[config.mk]
export PLATFORM = sky130hd
export DESIGN_NAME = http_chunked_transfer_decoder_top_flat
export DESIGN_NICKNAME = d
export VERILOG_FILES = /design/src/rtl/chtd_pkg.sv /design/src/rtl/chtd_in_if.sv /design/src/rtl/chtd_out_if.sv /design/src/rtl/http_chunked_transfer_decoder_top.sv /design/src/rtl/chtd_framer.sv /design/src/rtl/chtd_out_reg.sv /design/src/flat_wrapper.sv
export VERILOG_INCLUDE_DIRS = /design/src /design/src/rtl
export SDC_FILE = /design/constraint.sdc
export NUM_CORES = 1
export LEC_CHECK = 0
export BUFFER_PORTS_ARGS = -buffer_cell sky130_fd_sc_hd__buf_2
export CORE_ASPECT_RATIO = 0.9
export CORE_MARGIN = 5
export CORE_UTILIZATION = 62
export CTS_CLUSTER_SIZE = 24
export DETAILED_ROUTE_END_ITERATION = 10
export GPL_ROUTABILITY_DRIVEN = 0
export PLACE_DENSITY_LB_ADDON = 0.1
export RECOVER_POWER = 50
export SLEW_MARGIN = 25
export SYNTH_ARGS = -nofsm -noshare
export SYNTH_HDL_FRONTEND = slang
export SYNTH_HIERARCHICAL = 1
export SYNTH_SLANG_ARGS = --single-unit
[constraint.sdc]
create_clock -name clk_i -period 4 [get_ports clk_i]
set_clock_uncertainty 0.15 [all_clocks]
set_input_delay 0 -clock clk_i [delete_from_list [all_inputs] [get_ports clk_i]]
set_output_delay 0 -clock clk_i [all_outputs]
set_load 0.1 [all_outputs]
[src/rtl/http_chunked_transfer_decoder_top_defines.svh]
// Assertion macros shared by the chunked transfer decoder RTL.
// Needs nothing else; files that check their own logic include it by name.
// The checks compile out when SYNTHESIS is defined.
`ifndef HTTP_CHUNKED_TRANSFER_DECODER_TOP_DEFINES_SVH
`define HTTP_CHUNKED_TRANSFER_DECODER_TOP_DEFINES_SVH
`ifndef SYNTHESIS
// Same-cycle implication, disabled while reset is asserted.
`define CHTD_ASSERT_SAME(lbl, clk, rst_n, ante, cons, msg) \
  lbl: assert property (@(posedge clk) disable iff (!rst_n) (ante) |-> (cons)) else $error(msg);
// Next-cycle implication, disabled while reset is asserted.
`define CHTD_ASSERT_NEXT(lbl, clk, rst_n, ante, cons, msg) \
  lbl: assert property (@(posedge clk) disable iff (!rst_n) (ante) |=> (cons)) else $error(msg);
`else
`define CHTD_ASSERT_SAME(lbl, clk, rst_n, ante, cons, msg)
`define CHTD_ASSERT_NEXT(lbl, clk, rst_n, ante, cons, msg)
`endif
`endif

[src/rtl/chtd_pkg.sv]
// Types, character codes and helpers for the chunked transfer decoder.
// No dependencies; used by the framer, the output register and the top level.
package chtd_pkg;

  // Parser phase, one-hot.
  typedef enum logic [5:0] {
    PH_SKIP  = 6'b000001,
    PH_SIZE  = 6'b000010,
    PH_TRAIL = 6'b000100,
    PH_DATA  = 6'b001000,
    PH_DONE  = 6'b010000,
    PH_HALT  = 6'b100000
  } phase_e;

  // Result kinds as seen on the output channel.
  typedef enum logic [1:0] {
    KIND_DATA = 2'd0,
    KIND_END  = 2'd1,
    KIND_ERR  = 2'd2
  } kind_e;

  // Characters that matter to the framing.
  localparam logic [7:0] CH_SP  = 8'h20;
  localparam logic [7:0] CH_TAB = 8'h09;
  localparam logic [7:0] CH_CR  = 8'h0d;
  localparam logic [7:0] CH_LF  = 8'h0a;
  localparam logic [7:0] CH_VT  = 8'h0b;
  localparam logic [7:0] CH_0   = 8'h30;
  localparam logic [7:0] CH_9   = 8'h39;
  localparam logic [7:0] CH_LA  = 8'h61;
  localparam logic [7:0] CH_LF_HEX = 8'h66;
  localparam logic [7:0] CH_UA  = 8'h41;
  localparam logic [7:0] CH_UF  = 8'h46;
  localparam logic [7:0] HEX_TEN = 8'd10;

  // One result word handed from the framer to the output register.
  typedef struct packed {
    logic       valid;
    kind_e      kind;
    logic [7:0] data;
  } result_t;

  // Hex digit decode: bit 4 flags a digit, bits 3:0 hold its value.
  function automatic logic [4:0] hex_decode(input logic [7:0] ch);
    logic [7:0] v;
    logic [4:0] r;
    v = 8'd0;
    r = 5'd0;
    if (ch >= CH_0 && ch <= CH_9) begin
      v = ch - CH_0;
      r = {1'b1, v[3:0]};
    end else if (ch >= CH_LA && ch <= CH_LF_HEX) begin
      v = ch - CH_LA + HEX_TEN;
      r = {1'b1, v[3:0]};
    end else if (ch >= CH_UA && ch <= CH_UF) begin
      v = ch - CH_UA + HEX_TEN;
      r = {1'b1, v[3:0]};
    end
    return r;
  endfunction

endpackage

[src/rtl/chtd_in_if.sv]
// Input channel of the chunked transfer decoder: one raw body byte per word.
// No dependencies.
interface chtd_in_if;
  logic       valid;
  logic       ready;
  logic [7:0] in_byte;
  logic       new_message;

  modport source (output valid, output in_byte, output new_message, input ready);
  modport sink   (input valid, input in_byte, input new_message, output ready);
endinterface

[src/rtl/chtd_out_if.sv]
// Output channel of the chunked transfer decoder: one result per word.
// No dependencies.
interface chtd_out_if;
  logic       valid;
  logic       ready;
  logic [1:0] kind;
  logic [7:0] out_byte;

  modport source (output valid, output kind, output out_byte, input ready);
  modport sink   (input valid, input kind, input out_byte, output ready);
endinterface

[src/rtl/http_chunked_transfer_decoder_top.sv]
// HTTP chunked body decoder: takes one raw body byte per word and returns
// the chunk payload bytes, an end word on the zero-size chunk, or an error
// word on bad framing. It accepts one byte every clock cycle while the output
// side keeps up; a byte's result appears in the output register on the
// following cycle. The rate is set by the single framer state update per
// byte, which sits between the input handshake and the result register.
// Bytes that produce no result are accepted under the same condition. Raising
// new_message with a byte restarts the parser before that byte.
module http_chunked_transfer_decoder_top #(
  parameter int LEN_BITS = 32
) (
  input  logic      clk_i,
  input  logic      rst_ni,
  chtd_in_if.sink   in_i,
  chtd_out_if.source out_o
);
  import chtd_pkg::*;

  result_t res;
  logic    can_load;
  logic    accept;

  // A byte is taken whenever the result register has room for its result.
  assign in_i.ready = can_load;
  assign accept     = in_i.valid && can_load;

  chtd_framer #(
    .LEN_BITS(LEN_BITS)
  ) u_framer (
    .clk_i        (clk_i),
    .rst_ni       (rst_ni),
    .accept_i     (accept),
    .in_byte_i    (in_i.in_byte),
    .new_message_i(in_i.new_message),
    .res_o        (res)
  );

  chtd_out_reg u_out_reg (
    .clk_i     (clk_i),
    .rst_ni    (rst_ni),
    .accept_i  (accept),
    .res_i     (res),
    .can_load_o(can_load),
    .out_o     (out_o)
  );
endmodule

[src/rtl/chtd_framer.sv]
// Framing state machine: size-line parser and chunk data counter.
// Depends on chtd_pkg and the assertion macro header.
`include "http_chunked_transfer_decoder_top_defines.svh"
module chtd_framer #(
  parameter int LEN_BITS = 32
) (
  input  logic             clk_i,
  input  logic             rst_ni,
  input  logic             accept_i,
  input  logic [7:0]       in_byte_i,
  input  logic             new_message_i,
  output chtd_pkg::result_t res_o
);
  import chtd_pkg::*;

  phase_e              phase_q, phase_d, phase_e_s;
  logic [LEN_BITS-1:0] size_q, size_d, size_e;
  logic [LEN_BITS-1:0] size_dec;
  logic                cr_q, cr_d, cr_e;
  logic [4:0]          hex;
  logic                is_digit;
  logic                is_blank;
  result_t             res;

  // A new message restarts the parser before this byte is looked at.
  always_comb begin
    phase_e_s = new_message_i ? PH_SKIP : phase_q;
    size_e    = new_message_i ? '0 : size_q;
    cr_e      = new_message_i ? 1'b0 : cr_q;
  end

  assign hex      = hex_decode(in_byte_i);
  assign is_digit = hex[4];
  assign is_blank = (in_byte_i == CH_SP) || (in_byte_i == CH_TAB);
  assign size_dec = size_e - {{(LEN_BITS-1){1'b0}}, 1'b1};

  // Next state and the result for this byte.
  always_comb begin
    phase_d    = phase_e_s;
    size_d     = size_e;
    cr_d       = cr_e;
    res.valid  = 1'b0;
    res.kind   = KIND_DATA;
    res.data   = 8'd0;
    if (cr_e) begin
      // Only LF may follow the CR that ended a size line.
      cr_d = 1'b0;
      if (in_byte_i == CH_LF) begin
        if (size_e == '0) begin
          phase_d   = PH_DONE;
          res.valid = 1'b1;
          res.kind  = KIND_END;
        end else begin
          phase_d = PH_DATA;
        end
      end else begin
        phase_d   = PH_HALT;
        res.valid = 1'b1;
        res.kind  = KIND_ERR;
      end
    end else begin
      case (phase_e_s)
        PH_SKIP: begin
          if (in_byte_i inside {CH_SP, CH_TAB, CH_CR, CH_LF, CH_VT}) begin
            phase_d = PH_SKIP;
          end else if (is_digit) begin
            size_d  = {{(LEN_BITS-4){1'b0}}, hex[3:0]};
            phase_d = PH_SIZE;
          end else begin
            phase_d   = PH_HALT;
            res.valid = 1'b1;
            res.kind  = KIND_ERR;
          end
        end
        PH_SIZE, PH_TRAIL: begin
          if (is_digit && phase_e_s == PH_SIZE) begin
            // A digit that would shift set bits out of the counter is an overflow.
            if (size_e[LEN_BITS-1 -: 4] != 4'd0) begin
              phase_d   = PH_HALT;
              res.valid = 1'b1;
              res.kind  = KIND_ERR;
            end else begin
              size_d = {size_e[LEN_BITS-5:0], hex[3:0]};
            end
          end else if (is_blank) begin
            phase_d = PH_TRAIL;
          end else if (in_byte_i == CH_CR) begin
            cr_d = 1'b1;
          end else if (in_byte_i == CH_LF) begin
            if (size_e == '0) begin
              phase_d   = PH_DONE;
              res.valid = 1'b1;
              res.kind  = KIND_END;
            end else begin
              phase_d = PH_DATA;
            end
          end else begin
            phase_d   = PH_HALT;
            res.valid = 1'b1;
            res.kind  = KIND_ERR;
          end
        end
        PH_DATA: begin
          size_d    = size_dec;
          res.valid = 1'b1;
          res.kind  = KIND_DATA;
          res.data  = in_byte_i;
          if (size_dec == '0) begin
            phase_d = PH_SKIP;
          end
        end
        default: begin
          // Done, halted or an unknown code: swallow the byte.
          phase_d = phase_e_s;
        end
      endcase
    end
  end

  // State advances only on an accepted word.
  always_ff @(posedge clk_i or negedge rst_ni) begin
    if (!rst_ni) begin
      phase_q <= PH_SKIP;
      size_q  <= '0;
      cr_q    <= 1'b0;
    end else if (accept_i) begin
      phase_q <= phase_d;
      size_q  <= size_d;
      cr_q    <= cr_d;
    end
  end

  assign res_o = res;

  // A pending CR only exists while the size line is open.
  `CHTD_ASSERT_SAME(a_cr_on_size_line, clk_i, rst_ni, cr_q, (phase_q == PH_SIZE) || (phase_q == PH_TRAIL), "CR pending outside the size line")
  // The data phase always has bytes left to pass.
  `CHTD_ASSERT_SAME(a_data_nonzero, clk_i, rst_ni, phase_q == PH_DATA, size_q != '0, "data phase with zero bytes left")
  // An end result leaves the parser in the done phase.
  `CHTD_ASSERT_NEXT(a_end_to_done, clk_i, rst_ni, accept_i && res.valid && (res.kind == KIND_END), phase_q == PH_DONE, "end result without done phase")
  // After end or error nothing comes out until a new message.
  `CHTD_ASSERT_SAME(a_quiet_when_stopped, clk_i, rst_ni, accept_i && !new_message_i && ((phase_q == PH_DONE) || (phase_q == PH_HALT)), !res.valid, "result while stopped")
endmodule

[src/rtl/chtd_out_reg.sv]
// Result register that drives the output channel.
// Depends on chtd_pkg and the chtd_out_if interface.
module chtd_out_reg (
  input  logic              clk_i,
  input  logic              rst_ni,
  input  logic              accept_i,
  input  chtd_pkg::result_t res_i,
  output logic              can_load_o,
  chtd_out_if.source        out_o
);
  import chtd_pkg::*;

  logic       valid_q, valid_d;
  kind_e      kind_q;
  logic [7:0] data_q;
  logic       load;

  // The register takes a new word when empty or when its word leaves now.
  assign can_load_o = !valid_q || out_o.ready;
  assign load       = accept_i && res_i.valid;

  always_comb begin
    valid_d = valid_q;
    if (load) begin
      valid_d = 1'b1;
    end else if (out_o.ready) begin
      valid_d = 1'b0;
    end
  end

  always_ff @(posedge clk_i or negedge rst_ni) begin
    if (!rst_ni) begin
      valid_q <= 1'b0;
    end else begin
      valid_q <= valid_d;
    end
  end

  // Payload needs no reset.
  always_ff @(posedge clk_i) begin
    if (load) begin
      kind_q <= res_i.kind;
      data_q <= res_i.data;
    end
  end

  assign out_o.valid    = valid_q;
  assign out_o.kind     = kind_q;
  assign out_o.out_byte = data_q;
endmodule

[src/flat_wrapper.sv]
// flat-port wrapper written by rule: the top's interface ports become plain ports
module http_chunked_transfer_decoder_top_flat import chtd_pkg::*;
#(
  parameter int LEN_BITS = 32
)
  (clk_i, rst_ni, in_i_valid, in_i_in_byte, in_i_new_message, in_i_ready, out_o_valid, out_o_kind, out_o_out_byte, out_o_ready);
  chtd_in_if in_i_i ();
  chtd_out_if out_o_i ();
  input  logic clk_i;
  input  logic rst_ni;
  input wire logic [$bits(in_i_i.valid)-1:0] in_i_valid;
  input wire logic [$bits(in_i_i.in_byte)-1:0] in_i_in_byte;
  input wire logic [$bits(in_i_i.new_message)-1:0] in_i_new_message;
  output wire logic [$bits(in_i_i.ready)-1:0] in_i_ready;
  output wire logic [$bits(out_o_i.valid)-1:0] out_o_valid;
  output wire logic [$bits(out_o_i.kind)-1:0] out_o_kind;
  output wire logic [$bits(out_o_i.out_byte)-1:0] out_o_out_byte;
  input wire logic [$bits(out_o_i.ready)-1:0] out_o_ready;
  assign in_i_i.valid = in_i_valid;
  assign in_i_i.in_byte = in_i_in_byte;
  assign in_i_i.new_message = in_i_new_message;
  assign in_i_ready = in_i_i.ready;
  assign out_o_valid = out_o_i.valid;
  assign out_o_kind = out_o_i.kind;
  assign out_o_out_byte = out_o_i.out_byte;
  assign out_o_i.ready = out_o_ready;
  http_chunked_transfer_decoder_top #(.LEN_BITS(LEN_BITS)) u_core (.clk_i(clk_i), .rst_ni(rst_ni), .in_i(in_i_i), .out_o(out_o_i));
endmodule
; After elaboration in Yosys (flattened, before gate mapping)
; Cells that the tools add are included.
[totals]
word_cells = 84
reg_bits = 50
out_inout_bits = 12
input_bits = 13
[classes]
n_mux = 40
addsub = 6
magnitude_cmp = 6
n_bitwise = 1
n_eq_ne = 9
reduce_logical = 16
[op_table]
columns = op, n
row1 = 32-bit 2-to-1 mux, 6
row2 = 32-bit case mux with 3 select lines, 1
row3 = 32-bit logical NOT, 2
row4 = 6-bit 2-to-1 mux, 10
row5 = "8-bit by 4-bit == test with 1-bit output, second input constant", 4
row6 = "32-bit by 1-bit subtractor with 32-bit output, second input constant", 1
row7 = 3-bit 2-to-1 mux, 9
row8 = 5-bit 2-to-1 mux, 4
row9 = 6-bit case mux with 3 select lines, 1
row10 = "8-bit by 7-bit greater-or-equal comparator with 1-bit output, second input constant", 2
row11 = "8-bit by 7-bit less-or-equal comparator with 1-bit output, second input constant", 2
row12 = "4-bit by 1-bit subtractor with 4-bit output, second input constant", 3
row13 = 3-bit case mux with 3 select lines, 1
row14 = "4-bit adder, second input constant", 2
row15 = "8-bit by 6-bit == test with 1-bit output, second input constant", 1
row16 = "8-bit by 6-bit greater-or-equal comparator with 1-bit output, second input constant", 1
row17 = "8-bit by 6-bit less-or-equal comparator with 1-bit output, second input constant", 1
row18 = 1-bit 2-to-1 mux, 8
row19 = "6-bit by 1-bit == test with 1-bit output, second input constant", 1
row20 = "6-bit by 2-bit == test with 1-bit output, second input constant", 1
row21 = "6-bit by 3-bit == test with 1-bit output, second input constant", 1
row22 = "6-bit by 4-bit == test with 1-bit output, second input constant", 1
row23 = 1-bit logical AND, 6
row24 = 5-bit nonzero test, 1
row25 = other kinds (6), 8

; Logic depth before layout (Yosys ltp)
[depth]
depth_word = 11
mapped_depth = 14
mapped_depth_nobuf = 11

; Hierarchy
; Netlist, hierarchy kept.
[by_module_without_submodules]
columns = module, cells_per_inst, area_per_inst_um2, seq_area_each_um2, n_inst
row1 = chtd_framer, 490, 3702.3, 977.2, 1
row2 = chtd_out_reg, 15, 352.8, 325.3, 1
row3 = http_chunked_transfer_decoder_top, 1, 6.3, 0.0, 1

; Worst setup path after synthesis
; No wires, ideal clock.
[synth_path]
kind = input port to flip-flop
start = input port in_i_new_message
end = register u_core.u_framer.phase_q[3]
n_path_buf = 4
t_arrival_ps = 3118
setup_time_ps = 128
path_stages = 13
slack_ps = 604
required_time_ps = 3722
path_cell_list = clkbuf_1 inv_1 clkbuf_1 buf_1 nand2_1 ha_1 clkbuf_1 o21ai_1 nor2_1 or4b_2 a311o_1 o41ai_2 a21oi_1
[synth_between]
elab_chain_cells = 9
elab_cells_between_ends = 22
classes_between = add/sub (1) / eq/ne (4) / mux (12) / reduce/logical (5)
[synth_lines]
columns = item, line_no
row1 = start: declaration, flat_wrapper.sv:13  ; input wire logic [$bits(in_i_i.new_message)-1:0] in_i_new_message;
row2 = branches (longest 8 deep; another with 32-bit by 1-bit subtractor with 32-bit output), --
row3 = 6-bit 2-to-1 mux *, chtd_framer.sv:45  ; if (cr_e) begin
row4 = end signal: assignment, chtd_framer.sv:127  ; phase_q <= phase_d;
row5 = end: declaration, chtd_framer.sv:16  ; phase_e phase_q, phase_d, phase_e_s;
; Every way passes the cells marked *.
; A chain may end at the register's enable or synchronous reset.

; Worst setup path after layout
[layout_path]
start = register u_core.u_framer.size_q[11]
end = register u_core.u_framer.phase_q[3]
[layout_between]
elab_chain_cells = 9
elab_cells_between_ends = 12
classes_between = add/sub (1) / mux (9) / reduce/logical (2)
[layout_lines]
columns = item, line_no
row1 = start: declaration, chtd_framer.sv:17  ; logic [LEN_BITS-1:0] size_q, size_d, size_e;
row2 = start signal: assignment, chtd_framer.sv:128  ; size_q <= size_d;
row3 = 32-bit 2-to-1 mux *, chtd_framer.sv:28  ; size_e = new_message_i ? '0 : size_q;
row4 = branches (longest 7 deep; another with 32-bit by 1-bit subtractor with 32-bit output), --
row5 = 6-bit 2-to-1 mux *, chtd_framer.sv:45
; Marked as above.

==> impl_metrics.prom <==
# TYPE chip_impl_metric gauge
chip_impl_metric{name="route.detailed.wl_per_inst",unit="um"} 20.1
chip_impl_metric{name="critPathBufInv",unit=""} 0
chip_impl_metric{name="cts_htree_levels",unit=""} 2
chip_impl_metric{name="hpwlAfterDp",unit="um"} 8410
chip_impl_metric{name="fmax",unit="GHz"} 0.289
chip_impl_metric{name="starting_density",unit="%"} 62.7
chip_impl_metric{name="grt_first_pass_wirelength",unit="um"} 19200
chip_impl_info{name="end_kind",value="flop"} 1
chip_impl_metric{name="fin_area",unit="sq um"} 4310
chip_impl_info{name="run_status",value="finished with violations"} 1
chip_impl_metric{name="die_h",unit="um"} 86.8
chip_impl_metric{name="total_leakage_power",unit="uW"} 0.00178
chip_impl_metric{name="dr_total_vias",unit=""} 4250
chip_impl_metric{name="req_time_crit_path",unit="ps"} 4040
chip_impl_metric{name="synth_cells",unit=""} 506
chip_impl_info{name="cp_max_stage_cell",value="dfrtp_1"} 1
chip_impl_metric{name="final_layout_size_suffix_gt1_share",unit="%"} 8.79
chip_impl_metric{name="post-route-drc-count",unit=""} 0
chip_impl_info{name="crit_family",value="simple AND/OR/NAND/NOR gates"} 1
chip_impl_metric{name="antenna_violations_before_repair",unit=""} 0
chip_impl_metric{name="fin_nets",unit=""} 532
chip_impl_metric{name="number_of_enable_type_register_cells_in_the_synthesized_netlist",unit=""} 10
chip_impl_metric{name="critPathArrivalTime",unit="ps"} 3500
chip_impl_info{name="post-synth-top-area-cell",value="dfrtp_1"} 1
chip_impl_metric{name="timing.final.hold_violations",unit=""} 0
chip_impl_metric{name="fillers",unit=""} 565
chip_impl_metric{name="power.share.sequential",unit="%"} 29.5
chip_impl_metric{name="tritoncts.num_buffers",unit=""} 5
chip_impl_info{name="cts_tree",value="done"} 1
chip_impl_metric{name="critical_path.max_fanout",unit=""} 9
chip_impl_metric{name="max-slew-margin-rel",unit="%"} -46.4
chip_impl_metric{name="wirelength",unit="um"} 12100
chip_impl_metric{name="cts_max_path_buffers",unit=""} 2
chip_impl_info{name="grt_setup_unrepaired",value="false"} 1
chip_impl_info{name="start_kind",value="flop"} 1
chip_impl_info{name="mostFrequentLayoutCells",value="59 x nand2_1, 39 x dfrtp_1, 38 x o21ai_0"} 1
chip_impl_metric{name="cts.clk_slew.worst_paths",unit="ps"} 100
chip_impl_metric{name="dpl_worst_slack",unit="ps"} 710
chip_impl_metric{name="antenna_violating_nets_post_route",unit=""} 0
chip_impl_info{name="crit_chain",value="nor4_4, nand4_1, o211ai_1, nand3_1, or4_1, o41ai_2, a21oi_1"} 1
chip_impl_metric{name="antennaDiodeCount",unit=""} 0
chip_impl_info{name="worst_hold_path_type",value="in -> reg"} 1
chip_impl_metric{name="floorplan.rows",unit=""} 28
chip_impl_info{name="layout_commonest_cell",value="nand2_1"} 1
chip_impl_info{name="synth_area_leaders",value="dfrtp_1 24%, edfxtp_1 7.4%, nand2_1 5.5%, o21ai_0 4.7%, a21oi_1 4.1%"} 1
chip_impl_metric{name="synth_top_area_share",unit="%"} 24.0
chip_impl_metric{name="ys_ff_latch",unit=""} 50
chip_impl_metric{name="dr.first_iter.drc_count",unit=""} 603
chip_impl_info{name="worstSetupPathType",value="reg -> reg"} 1
chip_impl_metric{name="switching_power",unit="uW"} 1390
chip_impl_metric{name="mapped_nets",unit=""} 527
chip_impl_metric{name="max-vdd-ir-drop",unit="mV"} 0.342
chip_impl_info{name="dominantRegCellSynth",value="dfrtp_1"} 1
chip_impl_metric{name="critical-path-max-stage-delay",unit="ps"} 540
chip_impl_metric{name="p_sw_share",unit="%"} 51.4
chip_impl_metric{name="place_area",unit="sq um"} 4190
chip_impl_metric{name="port_buffers",unit=""} 24
chip_impl_metric{name="share_comb_of_total_power",unit="%"} 59.5
chip_impl_metric{name="coreArea",unit="sq um"} 6480
chip_impl_metric{name="track_usage",unit="%"} 29.4
chip_impl_metric{name="cellPowerDensity",unit="nW/um^2"} 625
chip_impl_metric{name="netlist_area",unit="sq um"} 4060
chip_impl_metric{name="totalPowerFinal",unit="uW"} 2700
chip_impl_metric{name="final-max-slew-violation-count",unit=""} 41
chip_impl_metric{name="chipWidth",unit="um"} 95.3
chip_impl_metric{name="globalRouteOverflowTotal",unit=""} 0
chip_impl_metric{name="clk-insertion-delay-late",unit="ps"} 310
chip_impl_metric{name="detailedRoute.firstPassIterationCount",unit=""} 6
chip_impl_metric{name="internal_power",unit="uW"} 1310
chip_impl_metric{name="library_cells_used_by_synthesis",unit=""} 74
chip_impl_metric{name="first_global_vias",unit=""} 3680
chip_impl_metric{name="asyncSetResetFlopFracSynth",unit="%"} 80.0
chip_impl_metric{name="max_cap_violations",unit=""} 1
chip_impl_metric{name="setup_ws",unit="ps"} 540
chip_impl_metric{name="route.detailed.vias_per_inst",unit=""} 7.06
chip_impl_metric{name="clock_sink_count",unit=""} 50
chip_impl_metric{name="setup-violations-final",unit=""} 0
chip_impl_metric{name="share_of_the_cycle_needed_by_the_critical_path_after_routing",unit="%"} 86.5
chip_impl_metric{name="finalSetupTns",unit="ps"} 0
chip_impl_metric{name="share_clk_of_total_power",unit="%"} 11.0
chip_impl_metric{name="sequential_share_of_the_synthesized_area",unit="%"} 32.1
chip_impl_metric{name="design.portCount",unit=""} 25
chip_impl_metric{name="die_area",unit="sq um"} 8270
chip_impl_info{name="failed_checks",value="capacitance limit, slew limit"} 1
chip_impl_metric{name="worst_pin_slew",unit="ps"} 2200
chip_impl_metric{name="synth.yosys.warnings",unit=""} 6
chip_impl_metric{name="areaGrowthSynthToFinish",unit="%"} 6.22
chip_impl_metric{name="final_period_minus_worst_setup_slack",unit="ps"} 3460
chip_impl_metric{name="maximum_number_of_pins_on_one_net_before_global_route_repair",unit=""} 41
chip_impl_info{name="cts-root-buf",value="clkbuf_8"} 1
chip_impl_metric{name="avgSynthCellArea",unit="sq um"} 8.03
worst paths after layout:
path / start / endpoint / slack [ps] / cells past startpoint
max: u_core/u_framer/size_q[11] / u_core/u_framer/phase_q[3] / 540 / 7
min: in_i_in_byte[0] / u_core/u_framer/size_q[0] / 30 / 4
max reg2reg: u_core/u_framer/size_q[11] / u_core/u_framer/phase_q[3] / 540 / 7
min reg2reg: u_core/u_out_reg/out_o.valid / u_core/u_out_reg/out_o.valid / 390 / 2
max in group asynchronous: rst_ni / u_core/u_framer/size_q[13] / 1720 / 2
min in group asynchronous: rst_ni / u_core/u_framer/size_q[25] / 720 / 2
power groups by stage:
stage	combinational, uW	clock, uW	sequential [uW]
global route	1720	325	804
CTS	1550	299	783
finish	1600	297	796
floorplan	1220	0	743
global placement	1510	0	789
detailed placement	1530	0	795
through the flow:
step | hold WS [ps] | util [%] | std cells
global placement | 23.7 | 64.6 | 587
floorplan | -446 | - | 506
detailed placement | 30.4 | 64.6 | 587
CTS | 24.9 | 66.9 | 602
global route | 47.1 | 66.6 | 602
finish | 29.2 | 66.6 | 602
logic make-up after synthesis:
family | synth area share (%)
adder cells (fa/ha/maj) | 2.46
multiplexers | 0.739
AND/OR/NAND/NOR | 28.0
AO/OA/AOI/OAI | 26.6
XOR/XNOR | 3.88
buffers and inverters | 6.16
flip-flops | 32.1
worst register-to-register path: cells and delay by family, from the launching register on:
| kind | cells | cell delay [ps] |
|---|---|---|
| AOI/OAI and AO/OA | 3 | 980 |
| DFF | 1 | 540 |
| and+or+nand+nor | 4 | 1690 |
sequential cells by signal (all words and copies together), names as in the netlist:
signal                           flops
u_core/u_out_reg/out_o.kind          2
u_core/u_framer/cr_q                 1
u_core/u_framer/phase_q              6
u_core/u_out_reg/out_o.out_byte      8
u_core/u_out_reg/out_o.valid         1
u_core/u_framer/size_q              32
routing by layer:
layer | vias up | GRT usage [%] | part of all wire [%]
li1 | 1922 | - | -
met1 | 2000 | 44.5 | 44
met2 | 299 | 42.7 | 42
met3 | 29 | 6.25 | 12
met4 | 0 | 6.95 | 1.6
met5 | - | 0 | 0
synth_stat cells (12+ instances only):
cell      count
nand4_1      13
nor3_1       18
a21oi_1      33
nor4_1       14
dfrtp_1      39
inv_1        13
nor2_1       31
o21ai_0      38
clkbuf_1     31
nand3_1      18
a22oi_1      12
nand2_1      59
timing repair:
item,CTS,global route
gates resized for setup,0,0
hold endpoints to repair,45,0
buffers inserted,0,0
hold buffers,7,0
area by class of cell:
class | instances | area [sq um] | area share, %
Clock buffer | 6 | 72.6 | 1.68
Tap cell | 90 | 113 | 2.61
Multi-Input combinational cell | 399 | 2520 | 58.3
Timing Repair Buffer | 42 | 253 | 5.86
Sequential cell | 50 | 1300 | 30.2
Inverter | 13 | 48.8 | 1.13
Clock inverter | 2 | 8.76 | 0.203
(Power assumes the default switching activity.)
